File: config.mk
export PLATFORM = sky130hd
export DESIGN_NAME = turn_path_smoother
export DESIGN_NICKNAME = d
export VERILOG_FILES = /design/src/tps_pkg.sv /design/src/turn_path_smoother.sv
export SDC_FILE = /design/constraint.sdc
export NUM_CORES = 1
export LEC_CHECK = 0
export BUFFER_PORTS_ARGS = -buffer_cell sky130_fd_sc_hd__buf_2
export CAP_MARGIN = 10
export CORE_AREA = 2 2 68 86
export DETAILED_ROUTE_END_ITERATION = 8
export DIE_AREA = 0 0 70 88
export PLACE_DENSITY = 0.77
export SYNTH_ARGS = -nofsm -noshare
export SYNTH_HDL_FRONTEND = slang
export SYNTH_SLANG_ARGS = --single-unit
File: constraint.sdc
create_clock -name clk -period 8.4 [get_ports clk]
set_input_delay 2.1 -clock clk [delete_from_list [all_inputs] [get_ports clk]]
set_output_delay 2.1 -clock clk [all_outputs]
set_load 0.1 [all_outputs]
File: src/tps_pkg.sv
// ----------------------------------------------------------------------------
// tps_pkg
// Shared types, codes and the turn dictionary of the path smoother.
// ----------------------------------------------------------------------------
package tps_pkg;

  // Raw path symbols
  localparam logic [2:0] SYM_B = 3'd0;
  localparam logic [2:0] SYM_S = 3'd1;
  localparam logic [2:0] SYM_F = 3'd2;
  localparam logic [2:0] SYM_L = 3'd3;
  localparam logic [2:0] SYM_R = 3'd4;

  // Smooth movement codes
  localparam logic [4:0] MV_START      = 5'd0;
  localparam logic [4:0] MV_STOP       = 5'd1;
  localparam logic [4:0] MV_FRONT      = 5'd2;
  localparam logic [4:0] MV_LEFT       = 5'd3;
  localparam logic [4:0] MV_RIGHT      = 5'd4;
  localparam logic [4:0] MV_LEFT_90    = 5'd5;
  localparam logic [4:0] MV_RIGHT_90   = 5'd6;
  localparam logic [4:0] MV_LEFT_180   = 5'd7;
  localparam logic [4:0] MV_RIGHT_180  = 5'd8;
  localparam logic [4:0] MV_LEFT_TO45  = 5'd9;
  localparam logic [4:0] MV_RIGHT_TO45 = 5'd10;
  localparam logic [4:0] MV_LEFT_TO135 = 5'd11;
  localparam logic [4:0] MV_RIGHT_TO135 = 5'd12;
  localparam logic [4:0] MV_LEFT_FR45  = 5'd13;
  localparam logic [4:0] MV_RIGHT_FR45 = 5'd14;
  localparam logic [4:0] MV_LEFT_FR135 = 5'd15;
  localparam logic [4:0] MV_RIGHT_FR135 = 5'd16;
  localparam logic [4:0] MV_DIAG       = 5'd17;
  localparam logic [4:0] MV_LEFT_DIAG  = 5'd18;
  localparam logic [4:0] MV_RIGHT_DIAG = 5'd19;
  localparam logic [4:0] MV_END        = 5'd20;

  // Heading modes
  localparam logic MODE_ORTHO = 1'b0;
  localparam logic MODE_DIAG  = 1'b1;

  localparam int         WIN_DEPTH   = 3;
  localparam logic [2:0] MAX_RESULTS = 3'd4;

  typedef enum logic [2:0] {
    ST_IDLE,
    ST_HEAD,
    ST_SCAN,
    ST_TAIL,
    ST_FLUSH
  } state_t;

  typedef enum logic [1:0] {
    RES_FAIL,
    RES_PARTIAL,
    RES_MATCH,
    RES_END
  } scan_res_t;

  typedef struct packed {
    logic [1:0]      len;
    logic [2:0][2:0] sym;
    logic [4:0]      code;
  } pattern_t;

  function automatic pattern_t mk_pat(logic [1:0] len, logic [2:0] s0, logic [2:0] s1,
                                      logic [2:0] s2, logic [4:0] code);
    pattern_t p;
    p.len    = len;
    p.sym[0] = s0;
    p.sym[1] = s1;
    p.sym[2] = s2;
    p.code   = code;
    return p;
  endfunction

  // Number of entries for a dictionary and mode
  function automatic logic [3:0] pattern_count(logic dict, logic mode);
    logic [3:0] n;
    case ({dict, mode})
      2'b00:   n = 4'd4;
      2'b01:   n = 4'd6;
      default: n = 4'd8;
    endcase
    return n;
  endfunction

  // Dictionary entry, in first-match order
  function automatic pattern_t dict_entry(logic dict, logic mode, logic [2:0] idx);
    pattern_t p;
    case ({dict, mode, idx})
      // safe dictionary, orthogonal mode
      5'b00_000: p = mk_pat(2'd2, SYM_L, SYM_F, SYM_B, MV_LEFT_90);
      5'b00_001: p = mk_pat(2'd2, SYM_R, SYM_F, SYM_B, MV_RIGHT_90);
      5'b00_010: p = mk_pat(2'd3, SYM_L, SYM_L, SYM_F, MV_LEFT_180);
      5'b00_011: p = mk_pat(2'd3, SYM_R, SYM_R, SYM_F, MV_RIGHT_180);
      // safe dictionary, diagonal mode
      5'b01_000: p = mk_pat(2'd2, SYM_L, SYM_L, SYM_B, MV_LEFT);
      5'b01_001: p = mk_pat(2'd2, SYM_R, SYM_R, SYM_B, MV_RIGHT);
      5'b01_010: p = mk_pat(2'd2, SYM_L, SYM_R, SYM_B, MV_LEFT);
      5'b01_011: p = mk_pat(2'd2, SYM_R, SYM_L, SYM_B, MV_RIGHT);
      5'b01_100: p = mk_pat(2'd2, SYM_L, SYM_F, SYM_B, MV_LEFT);
      5'b01_101: p = mk_pat(2'd2, SYM_R, SYM_F, SYM_B, MV_RIGHT);
      // diagonal dictionary, orthogonal mode
      5'b10_000: p = mk_pat(2'd2, SYM_L, SYM_F, SYM_B, MV_LEFT_90);
      5'b10_001: p = mk_pat(2'd2, SYM_R, SYM_F, SYM_B, MV_RIGHT_90);
      5'b10_010: p = mk_pat(2'd2, SYM_L, SYM_R, SYM_B, MV_LEFT_TO45);
      5'b10_011: p = mk_pat(2'd2, SYM_R, SYM_L, SYM_B, MV_RIGHT_TO45);
      5'b10_100: p = mk_pat(2'd3, SYM_L, SYM_L, SYM_F, MV_LEFT_180);
      5'b10_101: p = mk_pat(2'd3, SYM_R, SYM_R, SYM_F, MV_RIGHT_180);
      5'b10_110: p = mk_pat(2'd3, SYM_L, SYM_L, SYM_R, MV_LEFT_TO135);
      5'b10_111: p = mk_pat(2'd3, SYM_R, SYM_R, SYM_L, MV_RIGHT_TO135);
      // diagonal dictionary, diagonal mode
      5'b11_000: p = mk_pat(2'd2, SYM_L, SYM_R, SYM_B, MV_DIAG);
      5'b11_001: p = mk_pat(2'd2, SYM_R, SYM_L, SYM_B, MV_DIAG);
      5'b11_010: p = mk_pat(2'd2, SYM_L, SYM_F, SYM_B, MV_LEFT_FR45);
      5'b11_011: p = mk_pat(2'd2, SYM_R, SYM_F, SYM_B, MV_RIGHT_FR45);
      5'b11_100: p = mk_pat(2'd3, SYM_L, SYM_L, SYM_R, MV_LEFT_DIAG);
      5'b11_101: p = mk_pat(2'd3, SYM_R, SYM_R, SYM_L, MV_RIGHT_DIAG);
      5'b11_110: p = mk_pat(2'd3, SYM_L, SYM_L, SYM_F, MV_LEFT_FR135);
      5'b11_111: p = mk_pat(2'd3, SYM_R, SYM_R, SYM_F, MV_RIGHT_FR135);
      default:   p = mk_pat(2'd0, SYM_B, SYM_B, SYM_B, MV_START);
    endcase
    return p;
  endfunction

endpackage

File: src/turn_path_smoother.sv
// ----------------------------------------------------------------------------
// turn_path_smoother
// Turns a raw path of begin/stop/front/left/right symbols into smooth moves
// through a three-entry lookahead window and a first-match turn dictionary.
// ----------------------------------------------------------------------------
// Each accepted symbol passes a head step per window step, then the entry-serial
//   compare unit scans one entry per step, with a miss step (twice after an
//   orthogonal miss), then tail and flush; a result may wait on move_ready.
//   A new symbol is taken only once the last one is through, back in idle.
// Reset: synchronous; empties the window, selects diagonal mode and the safe
//   dictionary, and drops any result in flight.
module turn_path_smoother (
  input  logic       clk,
  input  logic       rst,
  input  logic       cfg_we,
  input  logic       cfg_wdata,
  input  logic       path_valid,
  output logic       path_ready,
  input  logic [2:0] path_symbol,
  input  logic       path_done,
  output logic       move_valid,
  input  logic       move_ready,
  output logic [4:0] move_code,
  output logic       bad_path,
  output logic       run_last
);

  tps_pkg::state_t    state, state_next;
  tps_pkg::scan_res_t scan_res;
  tps_pkg::pattern_t  pat;

  logic       dict_sel;
  logic       mode, mode_next;
  logic [2:0] win [tps_pkg::WIN_DEPTH];
  logic [2:0] win_next [tps_pkg::WIN_DEPTH];
  logic [1:0] fill, fill_next;
  logic       done_r, done_r_next;
  logic [3:0] scan_idx, scan_idx_next;
  logic [2:0] emit_cnt, emit_cnt_next;
  logic       held_v, held_v_next;
  logic [4:0] held_code, held_code_next;
  logic       held_bad, held_bad_next;
  logic       move_valid_next;
  logic [4:0] move_code_next;
  logic       bad_path_next;
  logic       run_last_next;

  logic       slot_free;
  logic       emit_want, emit_go, stall;
  logic [4:0] emit_code;
  logic       emit_bad;
  logic       head_simple;
  logic       pop_en;
  logic [1:0] pop_n;
  logic       clear_win;
  logic       accept;

  assign path_ready  = (state == tps_pkg::ST_IDLE);
  assign accept      = path_valid && path_ready;
  assign slot_free   = !move_valid || move_ready;
  assign head_simple = (win[0] == tps_pkg::SYM_B) || (win[0] == tps_pkg::SYM_S) ||
                       (win[0] == tps_pkg::SYM_F);

  // Compare unit: test the window against one dictionary entry per cycle unless the step is stalled
  always_comb begin
    logic stop;
    pat      = tps_pkg::dict_entry(dict_sel, mode, scan_idx[2:0]);
    scan_res = tps_pkg::RES_MATCH;
    stop     = 1'b0;
    if (scan_idx >= tps_pkg::pattern_count(dict_sel, mode)) begin
      scan_res = tps_pkg::RES_END;
    end else begin
      for (int i = 0; i < tps_pkg::WIN_DEPTH; i++) begin
        if (!stop && (2'(i) < pat.len)) begin
          if (2'(i) >= fill) begin
            scan_res = tps_pkg::RES_PARTIAL;
            stop     = 1'b1;
          end else if (win[i] != pat.sym[i]) begin
            scan_res = tps_pkg::RES_FAIL;
            stop     = 1'b1;
          end
        end
      end
    end
  end

  // Decide whether this step produces a result
  always_comb begin
    emit_want = 1'b0;
    emit_code = tps_pkg::MV_START;
    emit_bad  = 1'b0;
    case (state)
      tps_pkg::ST_HEAD: begin
        if (fill != 2'd0 && head_simple) begin
          emit_want = 1'b1;
          if (win[0] == tps_pkg::SYM_B) begin
            emit_code = tps_pkg::MV_START;
          end else if (win[0] == tps_pkg::SYM_S) begin
            emit_code = tps_pkg::MV_STOP;
          end else begin
            emit_code = tps_pkg::MV_FRONT;
          end
        end
      end
      tps_pkg::ST_SCAN: begin
        if (scan_res == tps_pkg::RES_MATCH) begin
          emit_want = 1'b1;
          emit_code = pat.code;
        end else if (scan_res == tps_pkg::RES_END && mode == tps_pkg::MODE_DIAG) begin
          emit_want = 1'b1;
          emit_code = tps_pkg::MV_START;
          emit_bad  = 1'b1;
        end
      end
      tps_pkg::ST_TAIL: begin
        emit_want = done_r;
        emit_code = tps_pkg::MV_END;
      end
      default: begin
        emit_want = 1'b0;
      end
    endcase
  end

  // Hold the step while the held result cannot move to the output register
  assign stall = (emit_want && (emit_cnt != tps_pkg::MAX_RESULTS) && held_v && !slot_free) ||
                 (state == tps_pkg::ST_FLUSH && held_v && !slot_free);
  assign emit_go = emit_want && (emit_cnt != tps_pkg::MAX_RESULTS) && !stall;

  // Next state
  always_comb begin
    state_next = state;
    case (state)
      tps_pkg::ST_IDLE: begin
        if (accept) state_next = tps_pkg::ST_HEAD;
      end
      tps_pkg::ST_HEAD: begin
        if (!stall) begin
          if (fill == 2'd0) begin
            state_next = tps_pkg::ST_TAIL;
          end else if (!head_simple) begin
            state_next = tps_pkg::ST_SCAN;
          end
        end
      end
      tps_pkg::ST_SCAN: begin
        if (!stall) begin
          case (scan_res)
            tps_pkg::RES_FAIL:    state_next = tps_pkg::ST_SCAN;
            tps_pkg::RES_PARTIAL: state_next = done_r ? tps_pkg::ST_SCAN : tps_pkg::ST_TAIL;
            tps_pkg::RES_MATCH:   state_next = tps_pkg::ST_HEAD;
            default: begin
              state_next = (mode == tps_pkg::MODE_ORTHO) ? tps_pkg::ST_SCAN : tps_pkg::ST_HEAD;
            end
          endcase
        end
      end
      tps_pkg::ST_TAIL: begin
        if (!stall) state_next = tps_pkg::ST_FLUSH;
      end
      tps_pkg::ST_FLUSH: begin
        if (!stall) state_next = tps_pkg::ST_IDLE;
      end
      default: begin
        state_next = tps_pkg::ST_IDLE;
      end
    endcase
  end

  // Datapath: window, mode, held result and output register
  always_comb begin
    mode_next       = mode;
    fill_next       = fill;
    done_r_next     = done_r;
    scan_idx_next   = scan_idx;
    emit_cnt_next   = emit_cnt;
    held_v_next     = held_v;
    held_code_next  = held_code;
    held_bad_next   = held_bad;
    move_valid_next = move_valid;
    move_code_next  = move_code;
    bad_path_next   = bad_path;
    run_last_next   = run_last;
    pop_en          = 1'b0;
    pop_n           = 2'd0;
    clear_win       = 1'b0;
    for (int i = 0; i < tps_pkg::WIN_DEPTH; i++) win_next[i] = win[i];

    // Drop the output once the sink takes it
    if (move_valid && move_ready) move_valid_next = 1'b0;

    // Push the held result out and hold the new one
    if (emit_go) begin
      if (held_v) begin
        move_valid_next = 1'b1;
        move_code_next  = held_code;
        bad_path_next   = held_bad;
        run_last_next   = 1'b0;
      end
      held_v_next    = 1'b1;
      held_code_next = emit_code;
      held_bad_next  = emit_bad;
      emit_cnt_next  = emit_cnt + 3'd1;
    end

    case (state)
      tps_pkg::ST_IDLE: begin
        if (accept) begin
          done_r_next   = path_done;
          emit_cnt_next = 3'd0;
          if (path_symbol <= tps_pkg::SYM_R && fill < 2'd3) begin
            win_next[fill] = path_symbol;
            fill_next      = fill + 2'd1;
          end
        end
      end
      tps_pkg::ST_HEAD: begin
        if (!stall && fill != 2'd0) begin
          if (head_simple) begin
            pop_en = 1'b1;
            pop_n  = 2'd1;
            if (win[0] == tps_pkg::SYM_F) mode_next = tps_pkg::MODE_ORTHO;
          end else begin
            scan_idx_next = 4'd0;
          end
        end
      end
      tps_pkg::ST_SCAN: begin
        if (!stall) begin
          case (scan_res)
            tps_pkg::RES_FAIL: begin
              scan_idx_next = scan_idx + 4'd1;
            end
            tps_pkg::RES_PARTIAL: begin
              if (done_r) scan_idx_next = scan_idx + 4'd1;
            end
            tps_pkg::RES_MATCH: begin
              pop_en    = 1'b1;
              pop_n     = pat.len - 2'd1;
              mode_next = tps_pkg::MODE_DIAG;
            end
            default: begin
              // retry in diagonal mode, else drop the unmatched head
              if (mode == tps_pkg::MODE_ORTHO) begin
                mode_next     = tps_pkg::MODE_DIAG;
                scan_idx_next = 4'd0;
              end else begin
                pop_en = 1'b1;
                pop_n  = 2'd1;
              end
            end
          endcase
        end
      end
      tps_pkg::ST_TAIL: begin
        if (!stall && done_r) begin
          mode_next = tps_pkg::MODE_DIAG;
          fill_next = 2'd0;
          clear_win = 1'b1;
        end
      end
      tps_pkg::ST_FLUSH: begin
        if (held_v && slot_free) begin
          move_valid_next = 1'b1;
          move_code_next  = held_code;
          bad_path_next   = held_bad;
          run_last_next   = 1'b1;
          held_v_next     = 1'b0;
        end
      end
      default: begin
        pop_en = 1'b0;
      end
    endcase

    // Advance the window by the consumed symbols
    if (pop_en) begin
      case (pop_n)
        2'd1: begin
          win_next[0] = win[1];
          win_next[1] = win[2];
          win_next[2] = 3'd0;
        end
        2'd2: begin
          win_next[0] = win[2];
          win_next[1] = 3'd0;
          win_next[2] = 3'd0;
        end
        default: begin
          win_next = win;
        end
      endcase
      fill_next = fill - pop_n;
    end
    if (clear_win) begin
      for (int i = 0; i < tps_pkg::WIN_DEPTH; i++) win_next[i] = 3'd0;
    end
  end

  // Control registers
  always_ff @(posedge clk) begin
    if (rst) begin
      state      <= tps_pkg::ST_IDLE;
      dict_sel   <= 1'b0;
      mode       <= tps_pkg::MODE_DIAG;
      fill       <= 2'd0;
      done_r     <= 1'b0;
      scan_idx   <= 4'd0;
      emit_cnt   <= 3'd0;
      held_v     <= 1'b0;
      move_valid <= 1'b0;
      for (int i = 0; i < tps_pkg::WIN_DEPTH; i++) win[i] <= 3'd0;
    end else begin
      state      <= state_next;
      mode       <= mode_next;
      fill       <= fill_next;
      done_r     <= done_r_next;
      scan_idx   <= scan_idx_next;
      emit_cnt   <= emit_cnt_next;
      held_v     <= held_v_next;
      move_valid <= move_valid_next;
      for (int i = 0; i < tps_pkg::WIN_DEPTH; i++) win[i] <= win_next[i];
      if (cfg_we) dict_sel <= cfg_wdata;
    end
  end

  // Payload registers
  always_ff @(posedge clk) begin
    held_code <= held_code_next;
    held_bad  <= held_bad_next;
    move_code <= move_code_next;
    bad_path  <= bad_path_next;
    run_last  <= run_last_next;
  end

endmodule

==> After elaboration in Yosys (flattened, before gate mapping) <==
Memories as Yosys holds them, arrays and structs flattened.
Cells that the tools add are included.
Widths: inputs -> output; s select.
{ "totals": {"elab_cells": 221, "romBits": 512, "inputBits": 10, "reg_bits": 39, "output_inout_bits": 9, "memories": 1} }
{ "memory_table": {"columns": ["memory", "depth", "word_bits", "read_ports", "rd_ports_with_merged_regs", "wr", "line_no", "rtl"], "rows": [
  ["(name not given)", 32, 16, 1, 0, 0, "tps_pkg.sv:90", "case ({dict, mode, idx})"]
]} }
{ "op_classes": {"n_eq_ne": 35, "n_addsub": 5, "n_mux": 103, "n_reduce_logical": 47, "n_lt_le_gt_ge": 11, "bitwise_logic": 2} }
{ "op_table": {"columns": ["cell", "n"], "rows": [
  ["$mux 1", 43],
  ["$mux 2", 19],
  ["$mux 9", 4],
  ["$mux 3", 11],
  ["$mux 5", 5],
  ["$ne 2x2->1 const B", 11],
  ["$mux 4", 5],
  ["$pmux 9 s2", 1],
  ["$logic_and 1x1->1", 17],
  ["$pmux 4 s2", 2],
  ["$pmux 3 s5", 1],
  ["$pmux 5 s3", 1],
  ["$reduce_and 7->1", 2],
  ["$ne 3x3->1 const B", 4],
  ["$pmux 2 s2", 3],
  ["$pmux 4 s3", 1],
  ["$reduce_bool 2->1", 5],
  ["$bwmux 9", 1],
  ["$eq 3x2->1 const B", 3],
  ["$ne 3x1->1 const B", 3],
  ["$ne 3x3->1", 3],
  ["$reduce_and 4->1", 2],
  ["$demux 3 s2", 1],
  ["$eq 2x1->1 const B", 3],
  ["other kinds (32)", 52]
]} }

==> Depth between registers and ports, before layout <==
Gate-level depths: netlist (run 1).
An unclocked memory read counts as a cell.
{ "depth": {"depth_word": 30, "depth_mapped": 18} }

==> Worst setup path after synthesis (run 1) <==
Ideal clock, no wire load.
{ "synth_timing": {"path_kind": "register to output", "from": "register state[2]", "to": "output path_ready", "stages_incl_launch_ff": 3, "setup_slack_ps": 3660, "arrival_time_ps": 2640, "n_path_buf": 1, "t_required_ps": 6300, "path_cell_list": "dfxtp_1 clkbuf_1 nor3_1"} }
{ "synth_between": {"elab_chain_cells": 1} }
{ "synth_rtl": {"columns": ["element", "line_no", "rtl"], "rows": [
  ["from (decl)", "turn_path_smoother.sv:28", "tps_pkg::state_t state, state_next;"],
  ["from (signal assigned)", "turn_path_smoother.sv:303", "state <= tps_pkg::ST_IDLE;"],
  ["from (signal assigned)", "turn_path_smoother.sv:314", "state <= state_next;"],
  ["$logic_not 3->1", "turn_path_smoother.sv:58", "assign path_ready = (state == tps_pkg::ST_IDLE);"],
  ["to (decl)", "turn_path_smoother.sv:18", "output logic path_ready,"]
]} }
Every way passes these cells.

==> Worst setup path in the final report (run 1) <==
{ "layout_timing": {"from": "register scan_idx[2]", "to": "register fill[1]"} }
{ "layout_between": {"elab_chain_cells": 29, "elab_cells_between_ends": 62} }
{ "layout_rtl": {"columns": ["element", "line_no", "rtl"], "rows": [
  ["from (decl)", "turn_path_smoother.sv:38", "logic [3:0] scan_idx, scan_idx_next;"],
  ["from (signal assigned)", "turn_path_smoother.sv:318", "scan_idx <= scan_idx_next;"],
  ["$mem_v2 32x16", null, null],
  ["$ne 3x3->1", "turn_path_smoother.sv:78", "end else if (win[i] != pat.sym[i]) begin"],
  ["$mux 1", "turn_path_smoother.sv:78", null],
  ["$mux 1", "turn_path_smoother.sv:75", "if (2'(i) >= fill) begin"],
  ["$mux 1", "turn_path_smoother.sv:74", "if (!stop && (2'(i) < pat.len)) begin"],
  ["$mux 1", "turn_path_smoother.sv:70", "if (scan_idx >= tps_pkg::pattern_count(dict_sel, mode)) begin"],
  ["$mux 1 / $logic_not 1->1 (equally long branches)", "turn_path_smoother.sv:78, turn_path_smoother.sv:74", null],
  ["$mux 1 / $logic_and 1x1->1 (equally long branches)", "turn_path_smoother.sv:75, turn_path_smoother.sv:74", null],
  ["[... 11 more ...]", null, null],
  ["$logic_and 1x1->1 (3 in a row)", "turn_path_smoother.sv:126", "assign stall = (emit_want && (emit_cnt != tps_pkg::MAX_RESULTS) && held_v && !slot_free) ||"],
  ["$logic_or 1x1->1", "turn_path_smoother.sv:126", null],
  ["$logic_not 1->1", "turn_path_smoother.sv:218, turn_path_smoother.sv:256", null],
  ["$logic_and 1x1->1", "turn_path_smoother.sv:218", "if (!stall && fill != 2'd0) begin"],
  ["$mux 1", "turn_path_smoother.sv:218", null],
  ["$pmux 2 s2 / $pmux 1 s2 (equally long branches)", "turn_path_smoother.sv:206", "case (state)"],
  ["$sub 2x2->2 (tied with other cells)", "turn_path_smoother.sv:293", "fill_next = fill - pop_n;"],
  ["$mux 2 / $reduce_and 4->1 (equally long branches)", null, null],
  ["to (signal assigned)", "turn_path_smoother.sv:316", "fill <= fill_next;"],
  ["to (decl)", "turn_path_smoother.sv:36", "logic [1:0] fill, fill_next;"]
]} }
Parallel ways exist; a longest one is shown, timed or not. The select of a mux whose other input is x is not followed.
A chain may end at the register's enable or synchronous reset.

==> results of run 1 <==
[cell type report]
class | instances | share of cell area
multi-input cells | 295 | 0.6307
flip-flops and latches | 39 | 0.2543
repair buffers | 19 | 0.02951
inverters | 24 | 0.02724
well taps | 64 | 0.02421
clock buffers | 5 | 0.02081
clock inverters | 3 | 0.01324
[sequential cells by signal, indices dropped and copies added, names as in the netlist, 2 cells and up]
register	count
scan_idx	4
state	3
win	9
emit_cnt	3
fill	2
move_code	5
held_code	5
[per-stage QoR]
stage	hold WS (ns)	instances	area, um2
floorplan	0.4251	379	3119
global placement	0.4282	441	3194
detailed placement	0.4374	441	3194
CTS	0.4560	449	3307
global route	0.4725	449	3307
finish	0.4521	449	3307
[worst paths after layout]
check                             startpoint                    to  cells past startpoint
setup / recovery    scan_idx[2]$_SDFFE_PP0P_  fill[1]$_SDFFE_PP0P_                     15
hold / removal    held_code[4]$_SDFFCE_PP0P_  move_code[4]$_DFF_P_                      1
setup reg to reg    scan_idx[2]$_SDFFE_PP0P_  fill[1]$_SDFFE_PP0P_                     15
hold reg to reg   held_code[4]$_SDFFCE_PP0P_  move_code[4]$_DFF_P_                      1
[cells by family after synthesis]
group / after synthesis
xor gates and xnor gates: 9
adders and majority gates: 24
and+or+nand+nor: 136
AOI/OAI and AO/OA: 100
buffers and inverters: 45
muxes: 26
DFF: 39
[cell usage in the layout (no fill, tap or decap), types with 4 or more instances in the layout]
| master | n |
|---|---|
| a2bb2oi_1 | 5 |
| o21ai_1 | 7 |
| ha_1 | 24 |
| nor4_1 | 4 |
| nor2_1 | 33 |
| nand2_1 | 35 |
| mux2_1 | 8 |
| mux2i_1 | 11 |
| o21a_1 | 4 |
| o21ai_0 | 8 |
| edfxtp_1 | 6 |
| nor3_1 | 11 |
| nor3b_1 | 6 |
| inv_1 | 24 |
| dfxtp_1 | 33 |
| nand3_1 | 7 |
| or3_1 | 4 |
| a21o_1 | 8 |
| a211oi_1 | 8 |
| xnor2_1 | 6 |
| a21oi_1 | 28 |
| buf_2 | 18 |
| and2_1 | 6 |
| clkbuf_8 | 5 |
| nand2b_1 | 11 |
[per-layer routing]
layer,track usage,routed length (um),vias up
li1,-,-,1365
met1,0.2934,3077,1290
met2,0.4268,3566,87
met3,0.04028,315,26
met4,0.1171,265,0
met5,0,0,-
[power groups by stage]
stage               Sequential [W]  Clock (W)  Combinational [W]
floorplan                 0.000318          0           0.000325
global route              0.000282   0.000165           0.000488
detailed placement        0.000280          0           0.000440
CTS                       0.000275   0.000161           0.000443
finish                    0.000276   0.000159           0.000445
global placement          0.000278          0           0.000432
[worst max-delay path: cells and delay by family (launching register included)]
| family | cells | cell delay (ns) |
|---|---|---|
| AOI/OAI and AO/OA | 9 | 2.82 |
| DFF | 1 | 0.98 |
| adders and majority gates | 2 | 0.48 |
| buffers and inverters | 1 | 0.35 |
| and+or+nand+nor | 1 | 0.30 |
| xor gates and xnor gates | 2 | 0.24 |
==> results.py, run 1 <==
metrics = {
    "cts": {
        "clock_sinks": 39,
        "cts_resized": 0,
        "insertion_delay_ns": 0.30,
        "cts_made_buffers": 5,
        "ctsLongestPathBuffers": 2,
        "htreeDepth": 2,
        "hold_buffers": 0,
        "cts.clk_slew.worst_paths_ns": 0.08,
        "cts_root_buffer": "clkbuf_8",
        "cts_tree": "built",
        "cts_setup_buffers": 0,
    },
    "outcome": {
        "outcome": "finished clean",
    },
    "power": {
        "peakVddDrop_mv": 0.2087,
        "switching_share": 0.4622,
        "p_leak_nw": 1.365,
        "power_w": 0.0008807,
        "p_switching_w": 0.0004071,
        "pwr-share-comb": 0.506,
        "internal-power_w": 0.0004736,
        "pwr-share-clk": 0.181,
        "power_frac_seq": 0.314,
        "power.density_nw_per_um2": 266.3,
    },
    "cells_and_area": {
        "final_util": 0.6204,
        "multi_input_area_um2": 2086,
        "area_growth_pct": 6.017,
        "layout-drive-gt1-share": 0.1169,
        "register_area_um2": 840.8,
        "antenna_cells": 0,
        "num-fill-cells": 468,
        "nets": 418,
    },
    "grt": {
        "grt_start_max_net_pins": 35,
        "grt_pass1_wl_um": 12070,
        "grt_use_total": 0.2441,
        "grt.overflow.total": 0,
        "antenna_found_initial": 0,
        "grt_pass1_vias": 2569,
    },
    "timing": {
        "rsz0062_at_grt": "false",
        "fin_crit_sh": 0.6267,
        "slew_headroom": 0.3390,
        "clock_skew_ns": 0.004899,
        "clock.fmax_mhz": 190.0,
        "setup_viol": 0,
        "finalSetupTns_ns": 0,
        "max_slew.worst_pin.slew_ns": 0.9901,
        "setup_ws_ns": 3.136,
        "fin_crit_ns": 5.264,
        "slew_violations": 0,
        "hold_violations": 0,
    },
    "logic_synthesis": {
        "synth_top_area_frac": 0.2118,
        "synth_cells": 379,
        "synth-seq-cells": 39,
        "synth_edf_count": 6,
        "avgSynthCellArea_um2": 8.230,
        "synth_adder_area_share": 0.09627,
        "yosysTopAreaCell": "dfxtp_1",
        "yosysMostFrequentCell": "nand2_1",
        "ys_types": 63,
        "yosys_warnings": 0,
        "synth_compound_area_frac": 0.2262,
        "syn_nets": 413,
        "synth_commonest_cells": "nand2_1 (35), dfxtp_1 (33), nor2_1 (33)",
        "yosysSeqAreaShare": 0.2696,
        "synth_top_family_by_area": "compound AO/OA/AOI/OAI gates",
        "netlist_area_um2": 3119,
        "async_reset_ff_frac": 0,
        "synth-main-ff-cell": "dfxtp_1",
        "yosys.area_share.simple": 0.2182,
        "muxShareOfSynthArea": 0.1027,
        "netlist_top_cells_area": "dfxtp_1 (21%), ha_1 (9.6%), edfxtp_1 (5.8%)",
        "synthXorXnorAreaFrac": 0.02527,
    },
    "place": {
        "dp_hpwl_um": 5437,
        "gp_congestion": 0.9531,
        "port_buffers": 18,
        "dp_slack_ns": 3.239,
    },
    "route": {
        "antenna_left": 0,
        "vias_per_cell": 6.165,
        "firstDrtPassIters": 5,
        "drc": 0,
        "wirelength_um": 7224,
        "routedWlPerCell_um": 16.09,
        "vias": 2768,
        "drt_first_iter_violations": 241,
    },
    "worst_setup_path": {
        "critPathKind": "reg2reg",
        "cp-end-kind": "flip-flop",
        "cp.required_ns": 8.62,
        "crit_arrival_ns": 5.48,
        "cp_slowest_cell": "dfxtp_1",
        "regToRegSetupSlack_ns": 3.14,
        "cpPeakStageDelay_ns": 0.98,
        "crit_chain": "inv_1, ha_1, or3_1, o21ai_1, o21a_1, o22ai_1, a22o_1, o21ai_1, o211ai_4, a21oi_1, a21boi_0, ha_1, xnor2_1, xnor2_1, a211oi_1",
        "start_kind": "flip-flop",
        "path_max_fanout": 34,
    },
    "floorplan": {
        "io_pins": 19,
        "num_rows": 30,
        "die_w_um": 70,
        "die_h_um": 88,
        "die_area_um2": 6160,
        "core_region_area_um2": 5330,
        "start_util": 0.5852,
    },
    "min_path": {
        "min_path_type": "reg2reg",
    },
    "job": {
        "drv_cap": 0,
    },
}
Note: power is estimated with default switching activity, not from simulation.
==> run 2: changes to the inputs <==
--- a/config.mk
+++ b/config.mk
@@ -5,12 +5,13 @@
 export SDC_FILE = /design/constraint.sdc
 export NUM_CORES = 1
 export LEC_CHECK = 0
+export ABC_AREA = 1
 export BUFFER_PORTS_ARGS = -buffer_cell sky130_fd_sc_hd__buf_2
 export CAP_MARGIN = 10
-export CORE_AREA = 2 2 68 86
+export CORE_AREA = 2 2 70 88
 export DETAILED_ROUTE_END_ITERATION = 8
-export DIE_AREA = 0 0 70 88
-export PLACE_DENSITY = 0.77
+export DIE_AREA = 0 0 72 90
+export PLACE_DENSITY = 0.76
 export SYNTH_ARGS = -nofsm -noshare
 export SYNTH_HDL_FRONTEND = slang
 export SYNTH_SLANG_ARGS = --single-unit
==> constraint.sdc (replaced) <==
create_clock -name clk -period 4.6 [get_ports clk]
set_input_delay 1.15 -clock clk [delete_from_list [all_inputs] [get_ports clk]]
set_output_delay 1.15 -clock clk [all_outputs]
set_load 0.1 [all_outputs]
==> run 2 against run 1 <==
Net effect:
- wire length grew 5.8%
- sequential share of layout area down 0.18 points
- register-to-register slack got worse by 2.3 ns
- hold slack better by 0.019 ns
- largest cell class unchanged
==> results.py, run 2 <==
metrics = {
    "outcome": {
        "outcome": "finished clean",
    },
    "route": {
        "wirelength_um": 7645,
        "antenna_left": 0,
        "drc": 0,
        "firstDrtPassIters": 5,
        "vias_per_cell": 5.504,
        "drt_first_iter_violations": 243,
        "routedWlPerCell_um": 13.85,
        "vias": 3038,
    },
    "timing": {
        "slew_headroom": 0.5026,
        "clock.fmax_mhz": 267.3,
        "hold_violations": 0,
        "max_slew.worst_pin.slew_ns": 0.7433,
        "finalSetupTns_ns": 0,
        "fin_crit_ns": 3.741,
        "setup_viol": 0,
        "fin_crit_sh": 0.8133,
        "slew_violations": 0,
        "clock_skew_ns": 0.006455,
        "whs_ns": 0.4712,
        "rsz0062_at_grt": "false",
    },
    "grt": {
        "use_met2": 0.3981,
        "grt.overflow.total": 0,
        "grt_use_total": 0.2405,
        "grt_util_met3": 0.03027,
        "grt_start_max_net_pins": 18,
        "antenna_found_initial": 0,
        "grt_pass1_wl_um": 12620,
        "top_usage_layer": "met2",
        "grt_pass1_vias": 2774,
        "grt_util_met1": 0.3132,
    },
    "floorplan": {
        "start_util": 0.5411,
        "num_rows": 31,
        "die_area_um2": 6480,
        "die_w_um": 72,
        "io_pins": 19,
        "core_region_area_um2": 5702,
        "die_h_um": 90,
    },
    "power": {
        "power.density_nw_per_um2": 694.2,
        "p_leak_nw": 1.616,
        "power_w": 0.002312,
        "peakVddDrop_mv": 0.2430,
    },
    "logic_synthesis": {
        "synth_cells": 466,
        "synth_top_family_by_area": "simple AND/OR/NAND/NOR gates",
        "synth-main-ff-cell": "dfxtp_1",
        "synth_adder_area_share": 0.09732,
        "yosys.area_share.simple": 0.3540,
        "syn_nets": 500,
        "netlist_top_cells_area": "dfxtp_1 (21%), nand2_1 (14%), ha_1 (9.7%)",
        "synth_top_area_frac": 0.2141,
        "yosys_warnings": 0,
        "yosysSeqAreaShare": 0.2725,
        "synth_compound_area_frac": 0.1452,
        "async_reset_ff_frac": 0,
        "yosysTopAreaCell": "dfxtp_1",
        "yosysMostFrequentCell": "nand2_1",
        "muxShareOfSynthArea": 0.02190,
        "ys_types": 38,
        "synth_commonest_cells": "nand2_1 (116), nor2_1 (63), inv_1 (58)",
        "synth_edf_count": 6,
        "netlist_area_um2": 3085,
        "synth-seq-cells": 39,
        "avgSynthCellArea_um2": 6.621,
        "synthXorXnorAreaFrac": 0.01419,
    },
    "cts": {
        "cts_setup_buffers": 0,
        "insertion_delay_ns": 0.29,
        "cts_made_buffers": 5,
        "cts.clk_slew.worst_paths_ns": 0.08,
        "cts_resized": 0,
        "clock_sinks": 39,
        "hold_buffers": 0,
        "ctsLongestPathBuffers": 2,
        "cts_root_buffer": "clkbuf_8",
        "htreeDepth": 2,
        "cts_tree": "built",
    },
    "worst_setup_path": {
        "critPathKind": "reg2reg",
        "path_max_fanout": 14,
        "start_kind": "flip-flop",
        "cp-end-kind": "flip-flop",
        "cp.required_ns": 4.80,
        "crit_arrival_ns": 3.94,
    },
    "place": {
        "dp_hpwl_um": 6090,
        "gp_congestion": 1.007,
        "dpl.cell_count": 544,
        "port_buffers": 18,
    },
    "job": {
        "drv_cap": 0,
    },
    "cells_and_area": {
        "nets": 519,
        "layout-drive-gt1-share": 0.1379,
        "final_util": 0.5842,
        "final_cells": 552,
        "antenna_cells": 0,
        "final_common_cell": "nand2_1",
        "area_growth_pct": 7.948,
        "reg_top3": "win x9, held_code x5, move_code x5",
        "largest_reg_flops": 9,
        "regMostFlops": "win",
        "final_cell_mix": "nand2_1 (116), nor2_1 (63), inv_1 (58), nand3_1 (36), dfxtp_1 (33)",
    },
    "min_path": {
        "min_path_type": "reg2reg",
    },
}
## run 2: final timing paths
kind,start,endpoint,slack (ns),cells after the start
min,held_code[3]$_SDFFCE_PP0P_,move_code[3]$_DFF_P_,0.47,1
min reg2reg,held_code[3]$_SDFFCE_PP0P_,move_code[3]$_DFF_P_,0.47,1
max reg2reg,dict_sel$_SDFFE_PP0P_,fill[1]$_SDFFE_PP0P_,0.86,20
max,dict_sel$_SDFFE_PP0P_,fill[1]$_SDFFE_PP0P_,0.86,20
## run 2: area by class of cell
cell class                      count  area, um2
Sequential cell                    39      840.8
Inverter                           64      240.2
Timing Repair Buffer               19      97.59
Tap cell                           66      82.58
Multi-Input combinational cell    356       1952
Fill cell                         544       2371
Clock inverter                      2      35.03
Clock buffer                        6      82.58
## run 2: cell families (layout without fill, tap and decap cells)
family          after synthesis  in the layout
compound gates               75             75
fa+ha+maj                    24             24
flops                        39             39
buf+inv                      71             91
xor+xnor                      5              5
mux                           6              6
simple gates                246            246
## run 2: through the flow
step | setup WS (ns) | cell area [um2]
after CTS | 0.8870 | 3331
after detailed placement | 0.8892 | 3213
final | 0.8587 | 3331
after floorplan | 1.582 | 3085
after global routing | 0.4950 | 3331
after global placement | 0.9569 | 3213
## run 2: critical path: stages (launching register included)
cell	delay, ns
dfxtp_1	0.64
inv_2	0.22
ha_1	0.34
a21oi_1	0.15
o21ai_0	0.10
a31oi_1	0.37
inv_1	0.15
a21oi_1	0.23
nand2_2	0.10
nand2_1	0.08
nand2_2	0.08
nand2_4	0.09
nand2_4	0.11
inv_2	0.13
nor2_1	0.05
ha_1	0.19
xnor2_1	0.19
a21boi_0	0.21
o21ai_0	0.09
nor2_1	0.09
nor2_1	0.05
## run 2: report_power, final
| group | internal, W | switching (W) |
|---|---|---|
| clock network | 0.000176 | 0.000129 |
| logic | 0.000425 | 0.00102 |
| registers | 0.000458 | 0.0000999 |
## run 2: metal layers
layer | wire length [um] | up-vias
met2 | 3712 | 108
li1 | - | 1537
met5 | 0 | -
met3 | 398 | 24
met4 | 226 | 0
met1 | 3308 | 1369
